File: config.mk
export PLATFORM = sky130hd
export DESIGN_NAME = staged_burner_controller_flat
export DESIGN_NICKNAME = d
export VERILOG_FILES = /design/src/sv/sbc_pkg.sv /design/src/sv/sbc_ifs.sv /design/src/sv/sbc_regs.sv /design/src/sv/sbc_divider.sv /design/src/sv/staged_burner_controller.sv /design/src/flat_wrapper.sv
export SDC_FILE = /design/constraint.sdc
export NUM_CORES = 1
export LEC_CHECK = 0
export ABC_AREA = 1
export BUFFER_PORTS_ARGS = -buffer_cell sky130_fd_sc_hd__buf_2
export CAP_MARGIN = 0
export CELL_PAD_IN_SITES_DETAIL_PLACEMENT = 2
export CELL_PAD_IN_SITES_GLOBAL_PLACEMENT = 2
export CORE_MARGIN = 4
export CORE_UTILIZATION = 30
export DETAILED_ROUTE_END_ITERATION = 10
export GPL_TIMING_DRIVEN = 0
export PLACE_DENSITY = 0.72
export SLEW_MARGIN = 20
export SYNTH_ARGS = -nofsm -noshare
export SYNTH_HDL_FRONTEND = slang
export SYNTH_SLANG_ARGS = --single-unit
File: constraint.sdc
create_clock -name clk -period 5.9 [get_ports clk]
set_input_delay 0.885 -clock clk [delete_from_list [all_inputs] [get_ports clk]]
set_output_delay 0.885 -clock clk [all_outputs]
set_load 0.02 [all_outputs]
File: src/sv/sbc_pkg.sv
// Shared types, constants and codes of the staged burner controller.
package sbc_pkg;

  // Field widths.
  localparam int TEMP_BITS    = 16;
  localparam int TIME_BITS    = 32;
  localparam int PERIOD_BITS  = 20;
  localparam int DUTY_BITS    = 7;
  localparam int OFFSET_BITS  = 16;
  localparam int HYST_BITS    = 15;
  localparam int MODE_BITS    = 3;
  localparam int CFG_IDX_BITS = 3;
  localparam int CFG_DATA_BITS = PERIOD_BITS;

  // Threshold compares run on a width that holds an offset plus the hysteresis.
  localparam int CMP_BITS  = ((TEMP_BITS > OFFSET_BITS) ? TEMP_BITS : OFFSET_BITS) + 2;
  // 100 * remainder and duty * period both fit in this width.
  localparam int PROD_BITS = PERIOD_BITS + DUTY_BITS;
  localparam int DIV_CNT_BITS = $clog2(TIME_BITS);

  localparam logic [PROD_BITS-1:0] PCT_FULL = PROD_BITS'(100);
  localparam logic signed [TEMP_BITS-1:0] PROBE_FAULT_ERR = TEMP_BITS'(-99 * 16);

  // Valve stage: bit 0 is the low valve closed, bit 1 the high valve closed.
  localparam logic [1:0] STAGE_HIGH   = 2'd0;
  localparam logic [1:0] STAGE_MEDIUM = 2'd1;
  localparam logic [1:0] STAGE_LOW    = 2'd2;
  localparam logic [1:0] STAGE_OFF    = 2'd3;

  // Burner status codes.
  localparam logic [1:0] STATUS_PILOT_LIT   = 2'd0;
  localparam logic [1:0] STATUS_FEEDBACK_FLT = 2'd1;
  localparam logic [1:0] STATUS_PILOT_OFF   = 2'd2;
  localparam logic [1:0] STATUS_PILOT_FLT   = 2'd3;

  // Drive modes; the two unused codes act as off.
  typedef enum logic [MODE_BITS-1:0] {
    MODE_OFF      = 3'd0,
    MODE_AUTO     = 3'd1,
    MODE_PWM_LOW  = 3'd2,
    MODE_PWM_MED  = 3'd3,
    MODE_PWM_HIGH = 3'd4,
    MODE_PWM_IDLE = 3'd5
  } drive_mode_t;

  // Configuration register indexes.
  typedef enum logic [CFG_IDX_BITS-1:0] {
    REG_DRIVE_MODE    = 3'd0,
    REG_FAULT_INHIBIT = 3'd1,
    REG_PWM_PERIOD    = 3'd2,
    REG_PWM_DUTY      = 3'd3,
    REG_HIGH_OFFSET   = 3'd4,
    REG_MEDIUM_OFFSET = 3'd5,
    REG_LOW_OFFSET    = 3'd6,
    REG_HYSTERESIS    = 3'd7
  } reg_index_t;

  // Register file contents.
  typedef struct packed {
    logic [MODE_BITS-1:0]          drive_mode;
    logic                          fault_inhibit;
    logic [PERIOD_BITS-1:0]        pwm_period_ms;
    logic [DUTY_BITS-1:0]          pwm_duty_pct;
    logic signed [OFFSET_BITS-1:0] high_offset;
    logic signed [OFFSET_BITS-1:0] medium_offset;
    logic signed [OFFSET_BITS-1:0] low_offset;
    logic [HYST_BITS-1:0]          hysteresis;
  } cfg_t;

  // Sequencer states.
  typedef enum logic [2:0] {
    ST_IDLE,
    ST_EVAL,
    ST_AUTO,
    ST_MOD,
    ST_MUL,
    ST_APPLY,
    ST_FINISH
  } state_t;

endpackage

File: src/sv/sbc_ifs.sv
// Valid/ready channel interfaces for the tick, result and configuration ports.
interface sbc_in_if;
  logic                                  valid;
  logic                                  ready;
  logic signed [sbc_pkg::TEMP_BITS-1:0]  feedback_temp;
  logic                                  probe_fault;
  logic                                  pilot_lit;
  logic signed [sbc_pkg::TEMP_BITS-1:0]  target_temp;
  logic [sbc_pkg::TIME_BITS-1:0]         now_ms;

  modport source (output valid, feedback_temp, probe_fault, pilot_lit, target_temp, now_ms,
                  input ready);
  modport sink (input valid, feedback_temp, probe_fault, pilot_lit, target_temp, now_ms,
                output ready);
endinterface

interface sbc_out_if;
  logic                                  valid;
  logic                                  ready;
  logic                                  valve_low_closed;
  logic                                  valve_high_closed;
  logic [1:0]                            burner_status;
  logic                                  faulted;
  logic signed [sbc_pkg::TEMP_BITS-1:0]  control_error;

  modport source (output valid, valve_low_closed, valve_high_closed, burner_status, faulted,
                  control_error, input ready);
  modport sink (input valid, valve_low_closed, valve_high_closed, burner_status, faulted,
                control_error, output ready);
endinterface

interface sbc_cfg_if;
  logic                                  valid;
  logic                                  ready;
  logic [sbc_pkg::CFG_IDX_BITS-1:0]      index;
  logic [sbc_pkg::CFG_DATA_BITS-1:0]     data;

  modport source (output valid, index, data, input ready);
  modport sink (input valid, index, data, output ready);
endinterface

File: src/sv/sbc_regs.sv
// Configuration register file of the staged burner controller.
module sbc_regs (
  input  logic               clk,
  input  logic               rst,
  sbc_cfg_if.sink            cfg,
  output sbc_pkg::cfg_t      regs
);

  sbc_pkg::cfg_t regs_q;

  // Writes are always taken.
  assign cfg.ready = 1'b1;
  assign regs      = regs_q;

  // One register per write, truncated to its width.
  always_ff @(posedge clk) begin
    if (rst) begin
      regs_q.drive_mode    <= sbc_pkg::MODE_BITS'(sbc_pkg::MODE_OFF);
      regs_q.fault_inhibit <= 1'b0;
      regs_q.pwm_period_ms <= sbc_pkg::PERIOD_BITS'(1000);
      regs_q.pwm_duty_pct  <= '0;
      regs_q.high_offset   <= sbc_pkg::OFFSET_BITS'(160);
      regs_q.medium_offset <= sbc_pkg::OFFSET_BITS'(80);
      regs_q.low_offset    <= '0;
      regs_q.hysteresis    <= sbc_pkg::HYST_BITS'(16);
    end else if (cfg.valid) begin
      unique case (sbc_pkg::reg_index_t'(cfg.index))
        sbc_pkg::REG_DRIVE_MODE:    regs_q.drive_mode    <= cfg.data[sbc_pkg::MODE_BITS-1:0];
        sbc_pkg::REG_FAULT_INHIBIT: regs_q.fault_inhibit <= cfg.data[0];
        sbc_pkg::REG_PWM_PERIOD:    regs_q.pwm_period_ms <= cfg.data[sbc_pkg::PERIOD_BITS-1:0];
        sbc_pkg::REG_PWM_DUTY:      regs_q.pwm_duty_pct  <= cfg.data[sbc_pkg::DUTY_BITS-1:0];
        sbc_pkg::REG_HIGH_OFFSET:   regs_q.high_offset   <= cfg.data[sbc_pkg::OFFSET_BITS-1:0];
        sbc_pkg::REG_MEDIUM_OFFSET: regs_q.medium_offset <= cfg.data[sbc_pkg::OFFSET_BITS-1:0];
        sbc_pkg::REG_LOW_OFFSET:    regs_q.low_offset    <= cfg.data[sbc_pkg::OFFSET_BITS-1:0];
        sbc_pkg::REG_HYSTERESIS:    regs_q.hysteresis    <= cfg.data[sbc_pkg::HYST_BITS-1:0];
      endcase
    end
  end

endmodule

File: src/sv/sbc_divider.sv
// Bit-serial restoring modulo unit: remainder of the elapsed time over the PWM period.
module sbc_divider (
  input  logic                              clk,
  input  logic                              rst,
  input  logic                              start,
  input  logic [sbc_pkg::TIME_BITS-1:0]     dividend,
  input  logic [sbc_pkg::PERIOD_BITS-1:0]   divisor,
  output logic                              done,
  output logic [sbc_pkg::PERIOD_BITS-1:0]   remainder
);

  logic                                busy;
  logic [sbc_pkg::DIV_CNT_BITS-1:0]    cnt;
  logic [sbc_pkg::TIME_BITS-1:0]       shreg;
  logic [sbc_pkg::PERIOD_BITS-1:0]     dsr;
  logic [sbc_pkg::PERIOD_BITS-1:0]     rem;
  logic [sbc_pkg::PERIOD_BITS:0]       trial;
  logic [sbc_pkg::PERIOD_BITS:0]       diff;

  // One dividend bit enters the partial remainder per cycle.
  assign trial = {rem, shreg[sbc_pkg::TIME_BITS-1]};
  assign diff  = trial - {1'b0, dsr};
  assign remainder = rem;

  // Control: busy while bits remain, a one-cycle done after the last.
  always_ff @(posedge clk) begin
    if (rst) begin
      busy <= 1'b0;
      done <= 1'b0;
      cnt  <= '0;
    end else begin
      done <= 1'b0;
      if (start) begin
        busy <= 1'b1;
        cnt  <= '0;
      end else if (busy) begin
        cnt <= cnt + 1'b1;
        if (cnt == sbc_pkg::DIV_CNT_BITS'(sbc_pkg::TIME_BITS - 1)) begin
          busy <= 1'b0;
          done <= 1'b1;
        end
      end
    end
  end

  // Datapath: the remainder stays below the divisor, so it fits the period width.
  always_ff @(posedge clk) begin
    if (start) begin
      shreg <= dividend;
      dsr   <= divisor;
      rem   <= '0;
    end else if (busy) begin
      shreg <= {shreg[sbc_pkg::TIME_BITS-2:0], 1'b0};
      if (!diff[sbc_pkg::PERIOD_BITS]) begin
        rem <= diff[sbc_pkg::PERIOD_BITS-1:0];
      end else begin
        rem <= trial[sbc_pkg::PERIOD_BITS-1:0];
      end
    end
  end

endmodule

File: src/sv/staged_burner_controller.sv
// Top level of the staged burner controller: tick sequencer, valve stage and result register.
//
// Usage: configuration writes arrive on cfg (index 0..7, always ready); the user
// must make them only while the block is idle, which the block does not enforce.
// Each control tick is an item on tick; one result item per tick leaves on result.
// Timing: tick.ready is high only while the sequencer is idle. In off mode an
// item passes the evaluate and finish states; auto mode adds the auto state.
// In the PWM modes the elapsed time is reduced modulo the period by a
// bit-serial unit, one time bit per cycle, in the modulo state, followed by the
// multiply, apply and finish states. The next tick is accepted the cycle after
// the result register is loaded; no new tick is taken while one is in work.
// Reset: synchronous; clears the registers to their defaults, the valve stage
// to both valves closed and ends any PWM session. No clearing pass is needed.
// Stall: the result stays in its register until taken; the next item may be
// accepted and worked on meanwhile, and waits in the last state until the
// register frees up.
module staged_burner_controller (
  input  logic          clk,
  input  logic          rst,
  sbc_cfg_if.sink       cfg,
  sbc_in_if.sink        tick,
  sbc_out_if.source     result
);

  sbc_pkg::cfg_t   regs;
  sbc_pkg::state_t state;
  sbc_pkg::state_t state_next;

  // Latched tick.
  logic signed [sbc_pkg::TEMP_BITS-1:0]  temp;
  logic signed [sbc_pkg::TEMP_BITS-1:0]  target;
  logic                                  probe_flt;
  logic                                  pilot;
  logic [sbc_pkg::TIME_BITS-1:0]         now;

  // Control state.
  logic [1:0]                            valve_stage;
  logic [sbc_pkg::TIME_BITS-1:0]         pwm_start_ms;
  logic                                  pwm_running;

  // Per-item results.
  logic signed [sbc_pkg::TEMP_BITS-1:0]  err;
  logic [1:0]                            status;
  logic                                  faulted;

  // Multiplier outputs.
  logic [sbc_pkg::PROD_BITS-1:0]         prod_into;
  logic [sbc_pkg::PROD_BITS-1:0]         prod_duty;

  // Result register.
  logic                                  out_valid;
  logic [1:0]                            out_stage;
  logic [1:0]                            out_status;
  logic                                  out_faulted;
  logic signed [sbc_pkg::TEMP_BITS-1:0]  out_err;

  // Sequencer outputs.
  logic in_ready;
  logic div_start;
  logic out_load;
  logic slot_free;

  // Divider.
  logic                                  div_done;
  logic [sbc_pkg::PERIOD_BITS-1:0]       div_rem;
  logic [sbc_pkg::PERIOD_BITS-1:0]       period_eff;
  logic [sbc_pkg::TIME_BITS-1:0]         elapsed;

  // Decoded mode and tick-level judgements.
  logic                                  mode_off;
  logic                                  mode_auto;
  logic signed [sbc_pkg::TEMP_BITS:0]    diff;
  logic signed [sbc_pkg::TEMP_BITS-1:0]  err_calc;
  logic [1:0]                            status_calc;
  logic                                  faulted_calc;
  logic [1:0]                            pwm_level;

  // Threshold operands.
  logic signed [sbc_pkg::CMP_BITS-1:0]   err_x;
  logic signed [sbc_pkg::CMP_BITS-1:0]   hi_x;
  logic signed [sbc_pkg::CMP_BITS-1:0]   med_x;
  logic signed [sbc_pkg::CMP_BITS-1:0]   lo_x;
  logic signed [sbc_pkg::CMP_BITS-1:0]   hy_x;
  logic [1:0]                            auto_stage;

  sbc_regs u_regs (
    .clk  (clk),
    .rst  (rst),
    .cfg  (cfg),
    .regs (regs)
  );

  sbc_divider u_div (
    .clk       (clk),
    .rst       (rst),
    .start     (div_start),
    .dividend  (elapsed),
    .divisor   (period_eff),
    .done      (div_done),
    .remainder (div_rem)
  );

  // Mode decode; the unused codes count as off.
  always_comb begin
    mode_auto = (regs.drive_mode == sbc_pkg::MODE_BITS'(sbc_pkg::MODE_AUTO));
    mode_off  = (regs.drive_mode == sbc_pkg::MODE_BITS'(sbc_pkg::MODE_OFF)) ||
                (regs.drive_mode > sbc_pkg::MODE_BITS'(sbc_pkg::MODE_PWM_IDLE));
  end

  // Saturated control error, status and fault judgement.
  always_comb begin
    diff = {target[sbc_pkg::TEMP_BITS-1], target} - {temp[sbc_pkg::TEMP_BITS-1], temp};
    if (diff[sbc_pkg::TEMP_BITS] != diff[sbc_pkg::TEMP_BITS-1]) begin
      err_calc = {diff[sbc_pkg::TEMP_BITS], {(sbc_pkg::TEMP_BITS-1){~diff[sbc_pkg::TEMP_BITS]}}};
    end else begin
      err_calc = diff[sbc_pkg::TEMP_BITS-1:0];
    end
    if (probe_flt) begin
      err_calc = sbc_pkg::PROBE_FAULT_ERR;
    end

    status_calc  = probe_flt ? sbc_pkg::STATUS_FEEDBACK_FLT : sbc_pkg::STATUS_PILOT_LIT;
    faulted_calc = probe_flt && mode_auto;
    if (mode_off) begin
      status_calc = pilot ? sbc_pkg::STATUS_PILOT_LIT : sbc_pkg::STATUS_PILOT_OFF;
    end else if (!pilot) begin
      status_calc = sbc_pkg::STATUS_PILOT_FLT;
      if (!regs.fault_inhibit) begin
        faulted_calc = 1'b1;
      end
    end
  end

  // PWM operands: zero period acts as one; a fresh session starts at zero elapsed.
  always_comb begin
    period_eff = (regs.pwm_period_ms == '0) ? sbc_pkg::PERIOD_BITS'(1) : regs.pwm_period_ms;
    elapsed    = pwm_running ? (now - pwm_start_ms) : '0;
  end

  // Stage a PWM mode applies during the on share.
  always_comb begin
    unique case (regs.drive_mode)
      sbc_pkg::MODE_BITS'(sbc_pkg::MODE_PWM_LOW):  pwm_level = sbc_pkg::STAGE_LOW;
      sbc_pkg::MODE_BITS'(sbc_pkg::MODE_PWM_MED):  pwm_level = sbc_pkg::STAGE_MEDIUM;
      sbc_pkg::MODE_BITS'(sbc_pkg::MODE_PWM_HIGH): pwm_level = sbc_pkg::STAGE_HIGH;
      default:                                     pwm_level = sbc_pkg::STAGE_OFF;
    endcase
  end

  // Four-stage thermostat: step down at the offset, step up at offset plus hysteresis.
  always_comb begin
    err_x = {{(sbc_pkg::CMP_BITS-sbc_pkg::TEMP_BITS){err[sbc_pkg::TEMP_BITS-1]}}, err};
    hi_x  = {{(sbc_pkg::CMP_BITS-sbc_pkg::OFFSET_BITS){regs.high_offset[sbc_pkg::OFFSET_BITS-1]}},
             regs.high_offset};
    med_x = {{(sbc_pkg::CMP_BITS-sbc_pkg::OFFSET_BITS){regs.medium_offset[sbc_pkg::OFFSET_BITS-1]}},
             regs.medium_offset};
    lo_x  = {{(sbc_pkg::CMP_BITS-sbc_pkg::OFFSET_BITS){regs.low_offset[sbc_pkg::OFFSET_BITS-1]}},
             regs.low_offset};
    hy_x  = {{(sbc_pkg::CMP_BITS-sbc_pkg::HYST_BITS){1'b0}}, regs.hysteresis};
    auto_stage = valve_stage;
    unique case (valve_stage)
      sbc_pkg::STAGE_HIGH: begin
        if (!(err_x > hi_x)) auto_stage = sbc_pkg::STAGE_MEDIUM;
      end
      sbc_pkg::STAGE_MEDIUM: begin
        if (err_x > hi_x + hy_x) auto_stage = sbc_pkg::STAGE_HIGH;
        else if (!(err_x > med_x)) auto_stage = sbc_pkg::STAGE_LOW;
      end
      sbc_pkg::STAGE_LOW: begin
        if (err_x > med_x + hy_x) auto_stage = sbc_pkg::STAGE_MEDIUM;
        else if (!(err_x > lo_x)) auto_stage = sbc_pkg::STAGE_OFF;
      end
      sbc_pkg::STAGE_OFF: begin
        if (err_x > lo_x + hy_x) auto_stage = sbc_pkg::STAGE_LOW;
      end
    endcase
  end

  // Result register is free when empty or being taken this cycle.
  assign slot_free = !out_valid || result.ready;

  // Sequencer next state.
  always_comb begin
    state_next = state;
    unique case (state)
      sbc_pkg::ST_IDLE: begin
        if (tick.valid) state_next = sbc_pkg::ST_EVAL;
      end
      sbc_pkg::ST_EVAL: begin
        if (mode_off) begin
          state_next = sbc_pkg::ST_FINISH;
        end else if (mode_auto) begin
          state_next = sbc_pkg::ST_AUTO;
        end else begin
          state_next = sbc_pkg::ST_MOD;
        end
      end
      sbc_pkg::ST_AUTO:  state_next = sbc_pkg::ST_FINISH;
      sbc_pkg::ST_MOD: begin
        if (div_done) state_next = sbc_pkg::ST_MUL;
      end
      sbc_pkg::ST_MUL:   state_next = sbc_pkg::ST_APPLY;
      sbc_pkg::ST_APPLY: state_next = sbc_pkg::ST_FINISH;
      sbc_pkg::ST_FINISH: begin
        if (slot_free) state_next = sbc_pkg::ST_IDLE;
      end
      default: state_next = sbc_pkg::ST_IDLE;
    endcase
  end

  // Sequencer outputs.
  always_comb begin
    in_ready  = (state == sbc_pkg::ST_IDLE);
    div_start = (state == sbc_pkg::ST_EVAL) && !mode_off && !mode_auto;
    out_load  = (state == sbc_pkg::ST_FINISH) && slot_free;
  end

  always_ff @(posedge clk) begin
    if (rst) begin
      state <= sbc_pkg::ST_IDLE;
    end else begin
      state <= state_next;
    end
  end

  // Tick capture.
  always_ff @(posedge clk) begin
    if (in_ready && tick.valid) begin
      temp      <= tick.feedback_temp;
      target    <= tick.target_temp;
      probe_flt <= tick.probe_fault;
      pilot     <= tick.pilot_lit;
      now       <= tick.now_ms;
    end
  end

  // Per-item judgement and PWM compare operands.
  always_ff @(posedge clk) begin
    if (state == sbc_pkg::ST_EVAL) begin
      err     <= err_calc;
      status  <= status_calc;
      faulted <= faulted_calc;
    end
    if (state == sbc_pkg::ST_MUL) begin
      prod_into <= sbc_pkg::PROD_BITS'(div_rem) * sbc_pkg::PCT_FULL;
      prod_duty <= sbc_pkg::PROD_BITS'(regs.pwm_duty_pct) * sbc_pkg::PROD_BITS'(period_eff);
    end
  end

  // Valve stage and PWM session.
  always_ff @(posedge clk) begin
    if (rst) begin
      valve_stage  <= sbc_pkg::STAGE_OFF;
      pwm_start_ms <= '0;
      pwm_running  <= 1'b0;
    end else begin
      unique case (state)
        sbc_pkg::ST_EVAL: begin
          if (mode_off) begin
            valve_stage <= sbc_pkg::STAGE_OFF;
          end else if (mode_auto) begin
            pwm_running <= 1'b0;
          end else if (!pwm_running) begin
            pwm_start_ms <= now;
            pwm_running  <= 1'b1;
          end
        end
        sbc_pkg::ST_AUTO: begin
          if (faulted && !regs.fault_inhibit) begin
            valve_stage <= sbc_pkg::STAGE_OFF;
          end else begin
            valve_stage <= auto_stage;
          end
        end
        sbc_pkg::ST_APPLY: begin
          valve_stage <= (prod_into <= prod_duty) ? pwm_level : sbc_pkg::STAGE_OFF;
        end
        default: begin
        end
      endcase
    end
  end

  // Result register.
  always_ff @(posedge clk) begin
    if (rst) begin
      out_valid <= 1'b0;
    end else if (out_load) begin
      out_valid <= 1'b1;
    end else if (result.ready) begin
      out_valid <= 1'b0;
    end
  end

  always_ff @(posedge clk) begin
    if (out_load) begin
      out_stage   <= valve_stage;
      out_status  <= status;
      out_faulted <= faulted;
      out_err     <= err;
    end
  end

  assign tick.ready               = in_ready;
  assign result.valid             = out_valid;
  assign result.valve_low_closed  = out_stage[0];
  assign result.valve_high_closed = out_stage[1];
  assign result.burner_status     = out_status;
  assign result.faulted           = out_faulted;
  assign result.control_error     = out_err;

`ifndef NO_ASSERTIONS
  // An accepted tick always moves the sequencer into evaluation.
  a_accept_eval: assert property (@(posedge clk) disable iff (rst)
    (tick.valid && tick.ready) |=> (state == sbc_pkg::ST_EVAL))
    else $error("accepted tick did not start evaluation");

  // The modulo unit finishes only while the sequencer waits for it.
  a_div_done_mod: assert property (@(posedge clk) disable iff (rst)
    div_done |-> (state == sbc_pkg::ST_MOD))
    else $error("modulo result arrived outside the wait state");

  // A PWM session ends only on an auto tick.
  a_session_end: assert property (@(posedge clk) disable iff (rst)
    ($fell(pwm_running) && !$past(rst)) |->
      ($past(state) == sbc_pkg::ST_EVAL && $past(mode_auto)))
    else $error("PWM session ended outside auto mode");

  // Off mode always reports both valves closed.
  a_off_closed: assert property (@(posedge clk) disable iff (rst)
    (out_load && mode_off) |=> (result.valve_low_closed && result.valve_high_closed))
    else $error("valve open in off mode");
`endif

endmodule

File: src/flat_wrapper.sv
// flat-port wrapper written by rule: the top's interface ports become plain ports
module staged_burner_controller_flat 
  (clk, rst, cfg_valid, cfg_index, cfg_data, cfg_ready, tick_valid, tick_feedback_temp, tick_probe_fault, tick_pilot_lit, tick_target_temp, tick_now_ms, tick_ready, result_valid, result_valve_low_closed, result_valve_high_closed, result_burner_status, result_faulted, result_control_error, result_ready);
  sbc_cfg_if cfg_i ();
  sbc_in_if tick_i ();
  sbc_out_if result_i ();
  input  logic clk;
  input  logic rst;
  input wire logic [$bits(cfg_i.valid)-1:0] cfg_valid;
  input wire logic [$bits(cfg_i.index)-1:0] cfg_index;
  input wire logic [$bits(cfg_i.data)-1:0] cfg_data;
  output wire logic [$bits(cfg_i.ready)-1:0] cfg_ready;
  input wire logic [$bits(tick_i.valid)-1:0] tick_valid;
  input wire logic [$bits(tick_i.feedback_temp)-1:0] tick_feedback_temp;
  input wire logic [$bits(tick_i.probe_fault)-1:0] tick_probe_fault;
  input wire logic [$bits(tick_i.pilot_lit)-1:0] tick_pilot_lit;
  input wire logic [$bits(tick_i.target_temp)-1:0] tick_target_temp;
  input wire logic [$bits(tick_i.now_ms)-1:0] tick_now_ms;
  output wire logic [$bits(tick_i.ready)-1:0] tick_ready;
  output wire logic [$bits(result_i.valid)-1:0] result_valid;
  output wire logic [$bits(result_i.valve_low_closed)-1:0] result_valve_low_closed;
  output wire logic [$bits(result_i.valve_high_closed)-1:0] result_valve_high_closed;
  output wire logic [$bits(result_i.burner_status)-1:0] result_burner_status;
  output wire logic [$bits(result_i.faulted)-1:0] result_faulted;
  output wire logic [$bits(result_i.control_error)-1:0] result_control_error;
  input wire logic [$bits(result_i.ready)-1:0] result_ready;
  assign cfg_i.valid = cfg_valid;
  assign cfg_i.index = cfg_index;
  assign cfg_i.data = cfg_data;
  assign cfg_ready = cfg_i.ready;
  assign tick_i.valid = tick_valid;
  assign tick_i.feedback_temp = tick_feedback_temp;
  assign tick_i.probe_fault = tick_probe_fault;
  assign tick_i.pilot_lit = tick_pilot_lit;
  assign tick_i.target_temp = tick_target_temp;
  assign tick_i.now_ms = tick_now_ms;
  assign tick_ready = tick_i.ready;
  assign result_valid = result_i.valid;
  assign result_valve_low_closed = result_i.valve_low_closed;
  assign result_valve_high_closed = result_i.valve_high_closed;
  assign result_burner_status = result_i.burner_status;
  assign result_faulted = result_i.faulted;
  assign result_control_error = result_i.control_error;
  assign result_i.ready = result_ready;
  staged_burner_controller u_core (.clk(clk), .rst(rst), .cfg(cfg_i), .tick(tick_i), .result(result_i));
endmodule
==> flow_metrics.tcl <==
set metrics [dict create \
    initial_utilization_pct 30.2 \
    worstHoldPathCells 1 \
    worstMarginPinSlew_ns 1.02 \
    setup_tns_ns 0 \
    clk_pin_slew_ns 0.06 \
    cts_buffer_depth 3 \
    ys_seq_elements 370 \
    report.final.hold_viol_count 0 \
    place.gp.congestion 0.845 \
    clock-root-buffer "clkbuf_16" \
    syn-instance-count 3479 \
    multiInputGateArea_sq_um 16100 \
    synth_seq_area_share_pct 33.6 \
    cts_buffers 47 \
    synth.distinct_cells 61 \
    avgViaCountPerCell 4.87 \
    status "completed" \
    n_antenna_cell 0 \
    port_buffers 114 \
    crit_arrival_ns 6.00 \
    max_freq_ghz 0.177 \
    whs_ns 0.426 \
    clock_sinks 370 \
    antenna_found_initial 1 \
    min_to "u_core.now[5]" \
    path_class "reg2reg" \
    synth_area_sq_um 28300 \
    wire_per_inst_um 19.2 \
    grt_overflow 0 \
    synth.avg_cell_area_sq_um 8.13 \
    dp_hpwl_um 77400 \
    yosysMostFrequentCell "nand2_1" \
    endpoint_kind "flip-flop" \
    final_area_sq_um 32200 \
    pre_cts_ws_ns -0.328 \
    die_w_um 315 \
    drv_slew 0 \
    place_area_sq_um 30500 \
    min_from "tick_now_ms[5]" \
    yosysWarnings 0 \
    synth_area_leaders "edfxtp_1 (22%), ha_1 (15%), dfxtp_1 (11%), nand2_1 (8.9%), inv_1 (8.0%)" \
    dp.cells 4852 \
    placementRows 112 \
    synth_edf_count 210 \
    die_y_um 315 \
    synth_nets 4031 \
    grt_max_degree 42 \
    drt-initial-drc-count 905 \
    required_ns 6.23 \
    syn_to_final_growth_pct 13.9 \
    cellLeakagePower_nw 15.4 \
    regToRegSetupSlack_ns 0.24 \
    powerDensity_nw_per_um2 384 \
    drcViolationCount 0 \
    slew_headroom_pct 31.9 \
    grt_pass1_vias 26300 \
    synth_top_flop_cell "edfxtp_1" \
    crit_fanout 10 \
    drive_gt1_share_pct 7.30 \
    synth_top_area_cell "edfxtp_1" \
    netlist_top_cells_count "nand2_1 (668), inv_1 (604), ha_1 (348)" \
    ant_nets 0 \
    fillers 10700 \
    hold_path_class "in2reg" \
    grt_usage_pct 18.9 \
    ctsHoldBuffers 0 \
    instances_no_fill 4924 \
    finalNetCount 4183 \
    fin_ws_ns 0.235 \
    wl_um 94500 \
    peakVddDrop_uv 274 \
    cts_max_level 2 \
    clk_latency_ns 0.63 \
    dieArea_sq_um 99200 \
    setup_viol 0 \
    finish.utilization_pct 34.4 \
    grt_pass1_wl_um 147000 \
    core_area_sq_um 93500 \
    reg2reg_to "u_core.prod_duty[19]" \
    yosys.area.top_type_share_pct 22.3 \
    regArea_sq_um 9520 \
    start_kind "flip-flop" \
    via_count 24000 \
    period_share_pct 96.0 \
    worstRegToRegCells 20 \
    post-route-min-period_ns 5.66 \
    reg2reg_from "u_core.u_regs.regs[75]" \
    async_flop_share_pct 0 \
    fin_skew_ns 0.0446 \
    drtPass1Iterations 5 \
    cts_tree "done" \
    fin_total_pwr_mw 12.4 \
    io_pins 118 \
    drv_cap 0 \
]
==> how the worst max path moves through the flow <==
stage	start	to	slack, ns	cells after the start
detailed placement	u_core.u_regs.regs[79]	u_core.prod_duty[19]	-0.33	22
CTS	u_core.u_regs.regs[75]	u_core.prod_duty[19]	0.003	20
global placement	u_core.u_regs.regs[79]	u_core.prod_duty[19]	-0.25	22
floorplan	u_core.u_regs.regs[78]	u_core.prod_duty[17]	0.89	22
finish	u_core.u_regs.regs[75]	u_core.prod_duty[19]	0.24	20
global route	u_core.u_regs.regs[78]	u_core.prod_duty[16]	-0.02	22
==> where the power goes <==
group	leakage (nW)	switching, mW	total (mW)	internal, mW
logic	11.3	3.48	5.36	1.88
clock network	0.793	1.24	3.09	1.85
registers	3.24	0.483	3.90	3.42
==> worst max-delay path, stage by stage, from the launching register on <==
cell      delay (ns)
dfxtp_1         0.51
nor4_1          0.38
nand3_1         0.18
nand2_4         0.15
nand2_1         0.11
fa_1            0.56
fa_1            0.55
inv_1           0.05
fa_1            0.53
inv_1           0.06
fa_1            0.54
inv_1           0.06
ha_1            0.38
a21oi_2         0.19
nand2_1         0.08
a21oi_2         0.17
o21ai_1         0.14
a21oi_2         0.24
o21bai_2        0.12
a21oi_1         0.23
xnor2_2         0.13
==> registers in the layout, summed over array words and instances, names as in the netlist, 2 cells and up <==
signal / count
u_core.u_div.dsr: 20
u_core.u_div.cnt: 5
u_core.pwm_start_ms: 32
u_core.u_div.remainder: 20
u_core.prod_into: 25
u_core.temp: 16
u_core.u_div.shreg: 32
u_core.out_stage: 2
u_core.target: 16
u_core.prod_duty: 27
u_core.result.burner_status: 2
u_core.err: 16
u_core.state: 3
u_core.now: 32
u_core.valve_stage: 2
u_core.status: 2
u_core.u_regs.regs: 94
u_core.result.control_error: 16
==> layer usage <==
layer / vias up / share of wire, % / GRT usage (%)
li1: 11700 / - / -
met1: 12000 / 46 / 24.4
met2: 229 / 49 / 34.4
met3: 83 / 2.3 / 1.97
met4: 2 / 1.8 / 3.71
met5: - / 0.014 / 0
==> kinds of logic after synthesis <==
family / after synthesis / synth area share, %
buffers and inverters: 713 / 9.58
and+or+nand+nor: 1133 / 16.3
AOI/OAI and AO/OA: 683 / 13.4
xor gates and xnor gates: 121 / 3.80
DFF: 370 / 33.6
adders and majority gates: 458 / 23.2
other: 1 / 0.0133
==> repair_timing <==
action	CTS	global route
setup buffers	0	3
cloned	0	0
pin swaps	0	2
endpoints found under the setup margin	9	8
gates resized for setup	9	11
==> layout make-up <==
| class | count | share of cell area, % |
|---|---|---|
| inverter | 612 | 7.14 |
| clock buffer | 62 | 3.98 |
| sequential | 370 | 29.6 |
| tap | 1254 | 4.87 |
| multi-input combinational | 2396 | 50.1 |
| buffer | 82 | 1.05 |
| timing repair buffer | 122 | 2.13 |
| clock inverter | 26 | 1.19 |
==> layout by cell type, fill, tap and decap left out, types with 8 or more instances in the layout <==
cell,instances
a21boi_0,10
a21o_1,22
a21oi_1,295
a21oi_2,10
a31oi_1,21
buf_2,117
clkbuf_1,84
clkbuf_16,47
dfxtp_1,151
dfxtp_2,9
edfxtp_1,210
fa_1,110
ha_1,348
inv_1,604
nand2_1,667
nand3_1,107
nand4_1,24
nor2_1,264
nor3_1,32
nor4_1,11
o211ai_1,9
o21ai_0,222
o21ai_1,23
o21bai_1,17
o22ai_1,8
xnor2_1,38
xor2_1,80
No activity file was read; power rests on OpenSTA's default activity.
